--- src/rtl/wir_pkg.sv ---
// Shared types for the wide integer remainder core.
`timescale 1ns / 1ps

package wir_pkg;

  typedef struct packed {
    logic [31:0] dividend_word;
    logic [31:0] divisor_word;
    logic        final_word;
  } wir_req_t;

  typedef struct packed {
    logic [31:0] remainder_word;
    logic        run_end;
  } wir_res_t;

  typedef enum logic [2:0] {
    ST_IDLE,
    ST_FETCH,
    ST_LATCH,
    ST_CMP,
    ST_UPD,
    ST_EMIT
  } wir_state_e;

endpackage

--- src/rtl/wir_ram.sv ---
// Generic single-write, single-read RAM with registered read data.
`timescale 1ns / 1ps

module wir_ram #(
  parameter int Width = 32,
  parameter int Depth = 16,
  parameter int AddrW = (Depth > 1) ? $clog2(Depth) : 1
) (
  input  logic             clk_i,
  input  logic             we_i,
  input  logic [AddrW-1:0] waddr_i,
  input  logic [Width-1:0] wdata_i,
  input  logic [AddrW-1:0] raddr_i,
  output logic [Width-1:0] rdata_o
);

  logic [Width-1:0] mem_q [Depth];

  always_ff @(posedge clk_i) begin
    if (we_i) begin
      mem_q[waddr_i] <= wdata_i;
    end
    rdata_o <= mem_q[raddr_i];
  end

endmodule

--- src/rtl/wir_word_alu.sv ---
// Word slice of the shift-and-subtract unit: shift one bit in, subtract with borrow.
`timescale 1ns / 1ps

module wir_word_alu (
  input  logic [31:0] rem_word_i,
  input  logic        shift_in_i,
  input  logic [31:0] dvs_word_i,
  input  logic        borrow_in_i,
  output logic [31:0] shifted_o,
  output logic        shift_out_o,
  output logic [31:0] diff_o,
  output logic        borrow_out_o
);

  logic [32:0] diff_full;

  assign shifted_o   = {rem_word_i[30:0], shift_in_i};
  assign shift_out_o = rem_word_i[31];
  assign diff_full   = {1'b0, shifted_o} - {1'b0, dvs_word_i} - {32'd0, borrow_in_i};
  assign diff_o       = diff_full[31:0];
  assign borrow_out_o = diff_full[32];

endmodule

--- src/rtl/wide_integer_remainder_core.sv ---
// Top level of the wide unsigned remainder core (restoring division, word serial).
`timescale 1ns / 1ps

// Run: a final request starts a run over 32*WORD_COUNT dividend bits. Each bit takes a
//   compare pass and an update pass over the words on the one 32-bit word ALU, each
//   dividend word is fetched through the FETCH and LATCH states, and an emit pass follows.
//   busy_o is high for the whole run; a non-final request only loads a word pair.
//   Throughput: one request at a time; no request is taken while busy_o is high.
// Reset clears the fill count and sequencer; stores need no clearing pass; no result stall.

module wide_integer_remainder_core #(
  parameter int WORD_COUNT = 16
) (
  input  logic              clk_i,
  input  logic              rst_ni,
  input  logic              start_i,
  input  wir_pkg::wir_req_t req_i,
  output logic              busy_o,
  output logic              res_valid_o,
  output wir_pkg::wir_res_t res_o
);

  import wir_pkg::*;

  // AW indexes a word, CW counts 0..WORD_COUNT, BW indexes a dividend bit.
  localparam int AW = (WORD_COUNT > 1) ? $clog2(WORD_COUNT) : 1;
  localparam int CW = $clog2(WORD_COUNT + 1);
  localparam int BW = AW + 5;
  localparam logic [BW-1:0] TopBit  = BW'(32 * WORD_COUNT - 1);
  localparam logic [CW-1:0] LastCnt = CW'(WORD_COUNT);

  wir_state_e state_q, state_d;

  logic [CW-1:0] fill_q, fill_d;     // words loaded in this run
  logic [CW-1:0] cnt_q, cnt_d;       // word pass counter, 0 issues the first read
  logic [BW-1:0] bit_q, bit_d;       // dividend bit being brought in
  logic [31:0]   dw_q, dw_d;         // current dividend word, top bit is next in
  logic          carry_q, carry_d;   // bit shifted out of the previous word
  logic          borrow_q, borrow_d; // borrow from the previous word
  logic          sub_q, sub_d;       // compare pass says subtract

  // Memory ports.
  logic          load_we;
  logic [AW-1:0] load_addr;
  logic [AW-1:0] dvd_raddr;
  logic [AW-1:0] word_raddr;
  logic          rem_we;
  logic [AW-1:0] rem_waddr;
  logic [31:0]   rem_wdata;
  logic [31:0]   dvd_rdata, dvs_rdata, rem_rdata;

  // Word ALU.
  logic [31:0]   alu_rem, alu_dvs, alu_shifted, alu_diff;
  logic          alu_shift_in, alu_borrow_in, alu_shift_out, alu_borrow_out;

  logic [CW-1:0] proc_cnt;
  logic          proc_loaded;
  logic          dvd_loaded;
  logic          first_bit;
  logic          pass_end;
  logic          accept;

  assign accept      = start_i && (state_q == ST_IDLE);
  assign proc_cnt    = cnt_q - CW'(1);
  assign proc_loaded = proc_cnt < fill_q;
  assign dvd_loaded  = CW'(bit_q[BW-1:5]) < fill_q;
  assign first_bit   = bit_q == TopBit;
  assign pass_end    = cnt_q == LastCnt;

  assign load_addr  = fill_q[AW-1:0];
  assign dvd_raddr  = bit_q[BW-1:5];
  assign word_raddr = cnt_q[AW-1:0];
  assign rem_waddr  = proc_cnt[AW-1:0];

  wir_ram #(.Width(32), .Depth(WORD_COUNT)) u_dvd_ram (
    .clk_i   (clk_i),
    .we_i    (load_we),
    .waddr_i (load_addr),
    .wdata_i (req_i.dividend_word),
    .raddr_i (dvd_raddr),
    .rdata_o (dvd_rdata)
  );

  wir_ram #(.Width(32), .Depth(WORD_COUNT)) u_dvs_ram (
    .clk_i   (clk_i),
    .we_i    (load_we),
    .waddr_i (load_addr),
    .wdata_i (req_i.divisor_word),
    .raddr_i (word_raddr),
    .rdata_o (dvs_rdata)
  );

  wir_ram #(.Width(32), .Depth(WORD_COUNT)) u_rem_ram (
    .clk_i   (clk_i),
    .we_i    (rem_we),
    .waddr_i (rem_waddr),
    .wdata_i (rem_wdata),
    .raddr_i (word_raddr),
    .rdata_o (rem_rdata)
  );

  // Unloaded divisor words read as zero; the remainder starts at zero on the first bit.
  assign alu_rem       = first_bit ? 32'd0 : rem_rdata;
  assign alu_dvs       = proc_loaded ? dvs_rdata : 32'd0;
  assign alu_shift_in  = (cnt_q == CW'(1)) ? dw_q[31] : carry_q;
  assign alu_borrow_in = (cnt_q == CW'(1)) ? 1'b0 : borrow_q;

  wir_word_alu u_alu (
    .rem_word_i   (alu_rem),
    .shift_in_i   (alu_shift_in),
    .dvs_word_i   (alu_dvs),
    .borrow_in_i  (alu_borrow_in),
    .shifted_o    (alu_shifted),
    .shift_out_o  (alu_shift_out),
    .diff_o       (alu_diff),
    .borrow_out_o (alu_borrow_out)
  );

  assign rem_wdata = sub_q ? alu_diff : alu_shifted;

  // Next state.
  always_comb begin
    state_d = state_q;
    case (state_q)
      ST_IDLE: begin
        if (accept && req_i.final_word) state_d = ST_FETCH;
      end
      ST_FETCH: state_d = ST_LATCH;
      ST_LATCH: state_d = ST_CMP;
      ST_CMP: begin
        if (pass_end) state_d = ST_UPD;
      end
      ST_UPD: begin
        if (pass_end) begin
          if (bit_q == '0) begin
            state_d = ST_EMIT;
          end else if (bit_q[4:0] == 5'd0) begin
            state_d = ST_FETCH;
          end else begin
            state_d = ST_CMP;
          end
        end
      end
      ST_EMIT: begin
        if (pass_end) state_d = ST_IDLE;
      end
      default: state_d = ST_IDLE;
    endcase
  end

  // Outputs and datapath control.
  always_comb begin
    fill_d      = fill_q;
    cnt_d       = cnt_q;
    bit_d       = bit_q;
    dw_d        = dw_q;
    carry_d     = carry_q;
    borrow_d    = borrow_q;
    sub_d       = sub_q;
    load_we     = 1'b0;
    rem_we      = 1'b0;
    res_valid_o = 1'b0;
    res_o.remainder_word = rem_rdata;
    res_o.run_end        = pass_end;
    case (state_q)
      ST_IDLE: begin
        cnt_d = '0;
        bit_d = TopBit;
        // Drop pairs beyond capacity; a final mark still starts the run.
        if (accept && (fill_q < LastCnt)) begin
          load_we = 1'b1;
          fill_d  = fill_q + CW'(1);
        end
      end
      ST_FETCH: begin
        cnt_d = '0;
      end
      ST_LATCH: begin
        dw_d = dvd_loaded ? dvd_rdata : 32'd0;
      end
      ST_CMP: begin
        cnt_d = pass_end ? '0 : cnt_q + CW'(1);
        if (cnt_q != '0) begin
          carry_d  = alu_shift_out;
          borrow_d = alu_borrow_out;
          if (pass_end) sub_d = alu_shift_out | ~alu_borrow_out;
        end
      end
      ST_UPD: begin
        cnt_d = pass_end ? '0 : cnt_q + CW'(1);
        if (cnt_q != '0) begin
          rem_we   = 1'b1;
          carry_d  = alu_shift_out;
          borrow_d = alu_borrow_out;
        end
        if (pass_end && (bit_q != '0)) begin
          bit_d = bit_q - BW'(1);
          dw_d  = {dw_q[30:0], 1'b0};
        end
      end
      ST_EMIT: begin
        cnt_d = pass_end ? '0 : cnt_q + CW'(1);
        res_valid_o = cnt_q != '0;
        // Clear the load stores by rewinding the fill count.
        if (pass_end) fill_d = '0;
      end
      default: begin
        cnt_d = '0;
      end
    endcase
  end

  assign busy_o = state_q != ST_IDLE;

  always_ff @(posedge clk_i or negedge rst_ni) begin
    if (!rst_ni) begin
      state_q <= ST_IDLE;
      fill_q  <= '0;
      cnt_q   <= '0;
      bit_q   <= TopBit;
    end else begin
      state_q <= state_d;
      fill_q  <= fill_d;
      cnt_q   <= cnt_d;
      bit_q   <= bit_d;
    end
  end

  always_ff @(posedge clk_i) begin
    dw_q     <= dw_d;
    carry_q  <= carry_d;
    borrow_q <= borrow_d;
    sub_q    <= sub_d;
  end

endmodule
--- config.mk ---
export PLATFORM = sky130hd
export DESIGN_NAME = wide_integer_remainder_core
export DESIGN_NICKNAME = d
export VERILOG_FILES = /design/src/rtl/wir_pkg.sv /design/src/rtl/wir_ram.sv /design/src/rtl/wir_word_alu.sv /design/src/rtl/wide_integer_remainder_core.sv
export SDC_FILE = /design/constraint.sdc
export NUM_CORES = 2
export LEC_CHECK = 0
export ABC_AREA = 1
export BUFFER_PORTS_ARGS = -buffer_cell sky130_fd_sc_hd__buf_4
export CAP_MARGIN = 25
export CORE_MARGIN = 2
export CORE_UTILIZATION = 45
export CTS_BUF_LIST = sky130_fd_sc_hd__clkbuf_4
export DETAILED_ROUTE_END_ITERATION = 6
export HOLD_SLACK_MARGIN = 0.1
export SKIP_CTS_REPAIR_TIMING = 1
export SLEW_MARGIN = 30
export SYNTH_ARGS = -nofsm -noshare
export SYNTH_HDL_FRONTEND = slang
export SYNTH_SLANG_ARGS = --single-unit
--- constraint.sdc ---
create_clock -name clk_i -period 11.65 [get_ports clk_i]
set_clock_uncertainty 0.2 [all_clocks]
set_input_delay 2.33 -clock clk_i [delete_from_list [all_inputs] [get_ports clk_i]]
set_output_delay 2.33 -clock clk_i [all_outputs]
set_load 0.05 [all_outputs]
==> results.env <==
OUTCOME='finished clean'
TRITONCTS_NUM_SINKS=1689
INITIAL_ANTENNA_VIOLATION_COUNT=19
YS_SEQ_ELEMENTS=1689
SETUP_VIOL=0
CRIT_PATH_CELL_TRACE='inv_16, ha_1, xnor2_1, inv_1, ha_1, nand4_1, o21bai_1, o2111ai_4, buf_4, nor2_1, ha_1, inv_1, ha_1, a21oi_1, o21ai_0, a21oi_1, nor2_1, nor3_1, nand3_1, nand3_1, nand2_1'
DRT_ITER0_MARKERS=4190
R2R.WORST_PATH.CELLS=21
SYNTHTOPCELLSBYAREA='edfxtp_1 70%, nor2_1 5.2%, o21ai_0 5.1%, nand2_1 2.9%, dfxtp_1 2.8%'
TIMING.CRITICAL_PATH.FANOUT_MAX=215
GRT_PASS1_VIAS=42200
FLOORPLAN.INITIALDENSITY=0.452
WORST_SKEW_PAIR.LATE_LATENCY_PS=1310
NUMBER_OF_ENABLE_FLIP_FLOP_CELLS_AFTER_SYNTHESIS=1571
AREA.GROWTH.SYNTH_TO_FINAL_PCT=13.0
SYNTHDISTINCTLIBCELLS=53
NETLIST.TOP_CELL.BY_AREA='edfxtp_1'
CRIT_SLOWEST_CELL='dfrtp_4'
HTREE_NUM_LEVELS=5
CRITPATHARRIVALTIME_PS=6950
POST-SYNTH-TOP-AREA-FRACTION=0.699
CORE_AREA_UM2=149000
FINAL_PERIOD_UTILIZATION=0.543
MULTI_INPUT_COMB_AREA_UM2=15800
CP_SLOWEST_STAGE_DELAY_PS=960
SYNTH.NET_COUNT=5415
MOST_REPEATED_CELL_IN_THE_GATE_LEVEL_NETLIST_AFTER_SYNTHESIS='edfxtp_1'
DETAIL_ROUTE.WIRELENGTH_UM=180000
TOP_LEVEL_PORTS=103
CTS_ROOT_BUFFER='clkbuf_4'
TIMING.FINAL.CRIT_PERIOD_PS=6320
CRITICALPATHCATEGORY='register to register'
ASYNC_SET_OR_RESET_FLOP_FRACTION_IN_THE_SYNTHESIZED_NETLIST=0.0130
P_PER_AREA_nW_PER_UM2=275
TIMING.FINAL.MAX_SLEW_VIOLATIONS=0
ACHIEVABLE-FREQUENCY_MHz=158
VIAS=44000
FINALWEIGHTEDCONGESTION=0.935
WORST_MIN_DELAY_PATH_CLASS='register to register'
ROUTED_LENGTH_PER_PLACED_INSTANCE_UM=22.6
POWER.LEAKAGE_nW=26.9
NETS=5732
CLK_PIN_SLEW_PS=70
DRIVE_ABOVE_1_SHARE=0.172
ENDPOINT_KIND='register'
FINISH.CELL_COUNT_WITHOUT_FILLERS=7947
YS_TOP_CELLS_BY_COUNT='1571 x edfxtp_1, 929 x nor2_1, 694 x o21ai_0, 527 x nand2_1, 257 x o22ai_1'
POWER.IR.VDD_WORST_mV=0.229
GROUTE.USAGE.OVERALL=0.231
SYNTH-MAIN-FF-CELL='edfxtp_1'
GRT_START_MAX_NET_PINS=232
FINALHOLDVIOLCOUNT=0
FRACTION_OF_THE_YOSYS_AREA_TAKEN_BY_SEQUENTIAL_CELLS=0.736
STARTPOINT_TYPE='register'
FIRST_PASS_GRT_WIRE_LENGTH_UM=264000
FINAL.SETUP.TNS_PS=0
MAXSLEWHEADROOM=0.311
SYN-INSTANCE-COUNT=5266
DETAIL_ROUTE.VIAS_PER_CELL=5.54
CLOCK_TREE_FROM_TRITONCTS='built'
PLACE_INST=7162
WORSTMARGINPINSLEW_PS=1030
MIN_PATH_CELLS=2
SEQ_AREA_UM2=49700
POST-ROUTE-DRC-COUNT=0
ROUTE.ANTENNA.REMAINING_NETS=0
FINAL.HOLD.WORST_SLACK_PS=298
NUM_ROWS=142
CHIPWIDTH_UM=391
MAX_CAP_VIOLATIONS=0
DIE-AREA_UM2=153000
FLOORPLAN.DIE.HEIGHT_UM=391
SYNTH_AREA_PER_CELL_UM2=12.8
CP_COMMON_CELL='ha_1'
SYN-CELL-AREA_UM2=67500
PLACE.DETAILED.HPWL_UM=91400
INSERTED_CLOCK_BUFFERS=434
GRT_REMAINING_OVERFLOW=0
CTS_BUFFER_DEPTH=4
SYNTHESIS.YOSYS.WARNINGS=0
WORSTPATHREQUIRED_PS=12280
DRT_PASS_1_ITERS=6
RSZ0062_AT_GRT='no'
LAYOUT.FILLER_CELLS=13000
IO_BUFFERS=102
-- area by class of cell --
type	instances	area share
tap	2016	0.0331
multi-input combinational	3052	0.208
clock buffer	696	0.0685
timing repair buffer	195	0.0223
antenna	9	0.000295
clock inverter	79	0.00617
inverter	211	0.0108
sequential	1689	0.651
-- flip-flops by register name, summed over array words and instances (netlist names), 9 cells and up --
| register | count |
|---|---|
| u_rem_ram.rdata_o | 32 |
| u_rem_ram.mem_q | 512 |
| u_dvd_ram.mem_q | 512 |
| u_dvs_ram.rdata_o | 32 |
| bit_q | 9 |
| u_dvd_ram.rdata_o | 32 |
| u_dvs_ram.mem_q | 512 |
| dw_q | 32 |
-- cell families after synthesis --
family / synth area share
flops: 0.736
compound gates: 0.102
xor+xnor: 0.00284
mux: 0.00756
buf+inv: 0.0339
simple gates: 0.103
fa+ha+maj: 0.0152
-- worst max-delay path, delay by kind of cell, from the launching register on --
family	cells	cell delay, ps
adder cells (fa/ha/maj)	4	1330
AO/OA/AOI/OAI	5	980
XOR/XNOR	1	240
flip-flops	1	960
buffers and inverters	4	970
AND/OR/NAND/NOR	7	1100
-- where the power goes --
group | total (W) | switching, W | internal [W]
Combinational | 0.00739 | 0.00526 | 0.00213
Sequential | 0.00846 | 0.000248 | 0.00821
Clock | 0.00514 | 0.00232 | 0.00282
-- placed cells by master (no fill, tap or decap), types with 7 or more instances in the layout --
master and n:
buf_4 177, o32ai_1 79, dfrtp_1 11, o21ai_0 693, o22ai_1 257, o21ai_1 31, nand2_1 527, clkinv_1 60
nand3_1 125, nand4_1 70, o221ai_1 49, dfxtp_1 96, buf_16 9, inv_2 15, dfstp_2 7, xnor2_1 11
a21oi_1 46, mux2i_1 50, clkbuf_4 696, nor3_1 8, ha_1 79, clkinv_2 12, diode_2 9, xor2_1 9
nor2_4 40, nand2_2 14, o211ai_1 17, edfxtp_1 1571, nor2_1 894, inv_1 192
-- path summary, 6_finish.rpt --
check | slack (ps) | endpoint | startpoint
setup / recovery | 5330 | u_rem_ram.mem_q[9][25] | cnt_q[0]
hold / removal | 300 | bit_q[2] | bit_q[2]
setup reg to reg | 5330 | u_rem_ram.mem_q[9][25] | cnt_q[0]
hold reg to reg | 300 | bit_q[2] | bit_q[2]
max in group asynchronous | 10110 | bit_q[4] | rst_ni
min in group asynchronous | 760 | fill_q[0] | rst_ni
-- routing by layer --
layer  up-vias  GRT usage  share of wire
met5         -          0        0.00073
li1      20200          -              -
met4        20     0.0889          0.026
met1     21700      0.312           0.42
met2      1771      0.365           0.47
met3       294     0.0535          0.080
-- metrics by stage --
step	power, W	utilization	setup WS [ps]	area [um2]
after detailed placement	0.0159	0.472	5420	70500
after global routing	0.0223	0.511	4800	76300
after CTS	0.0210	0.510	5120	76200
final	0.0210	0.511	5330	76300
after floorplan	0.0135	-	5630	67500
after global placement	0.0158	0.470	5550	70300
No activity file was read; power rests on OpenSTA's default activity.
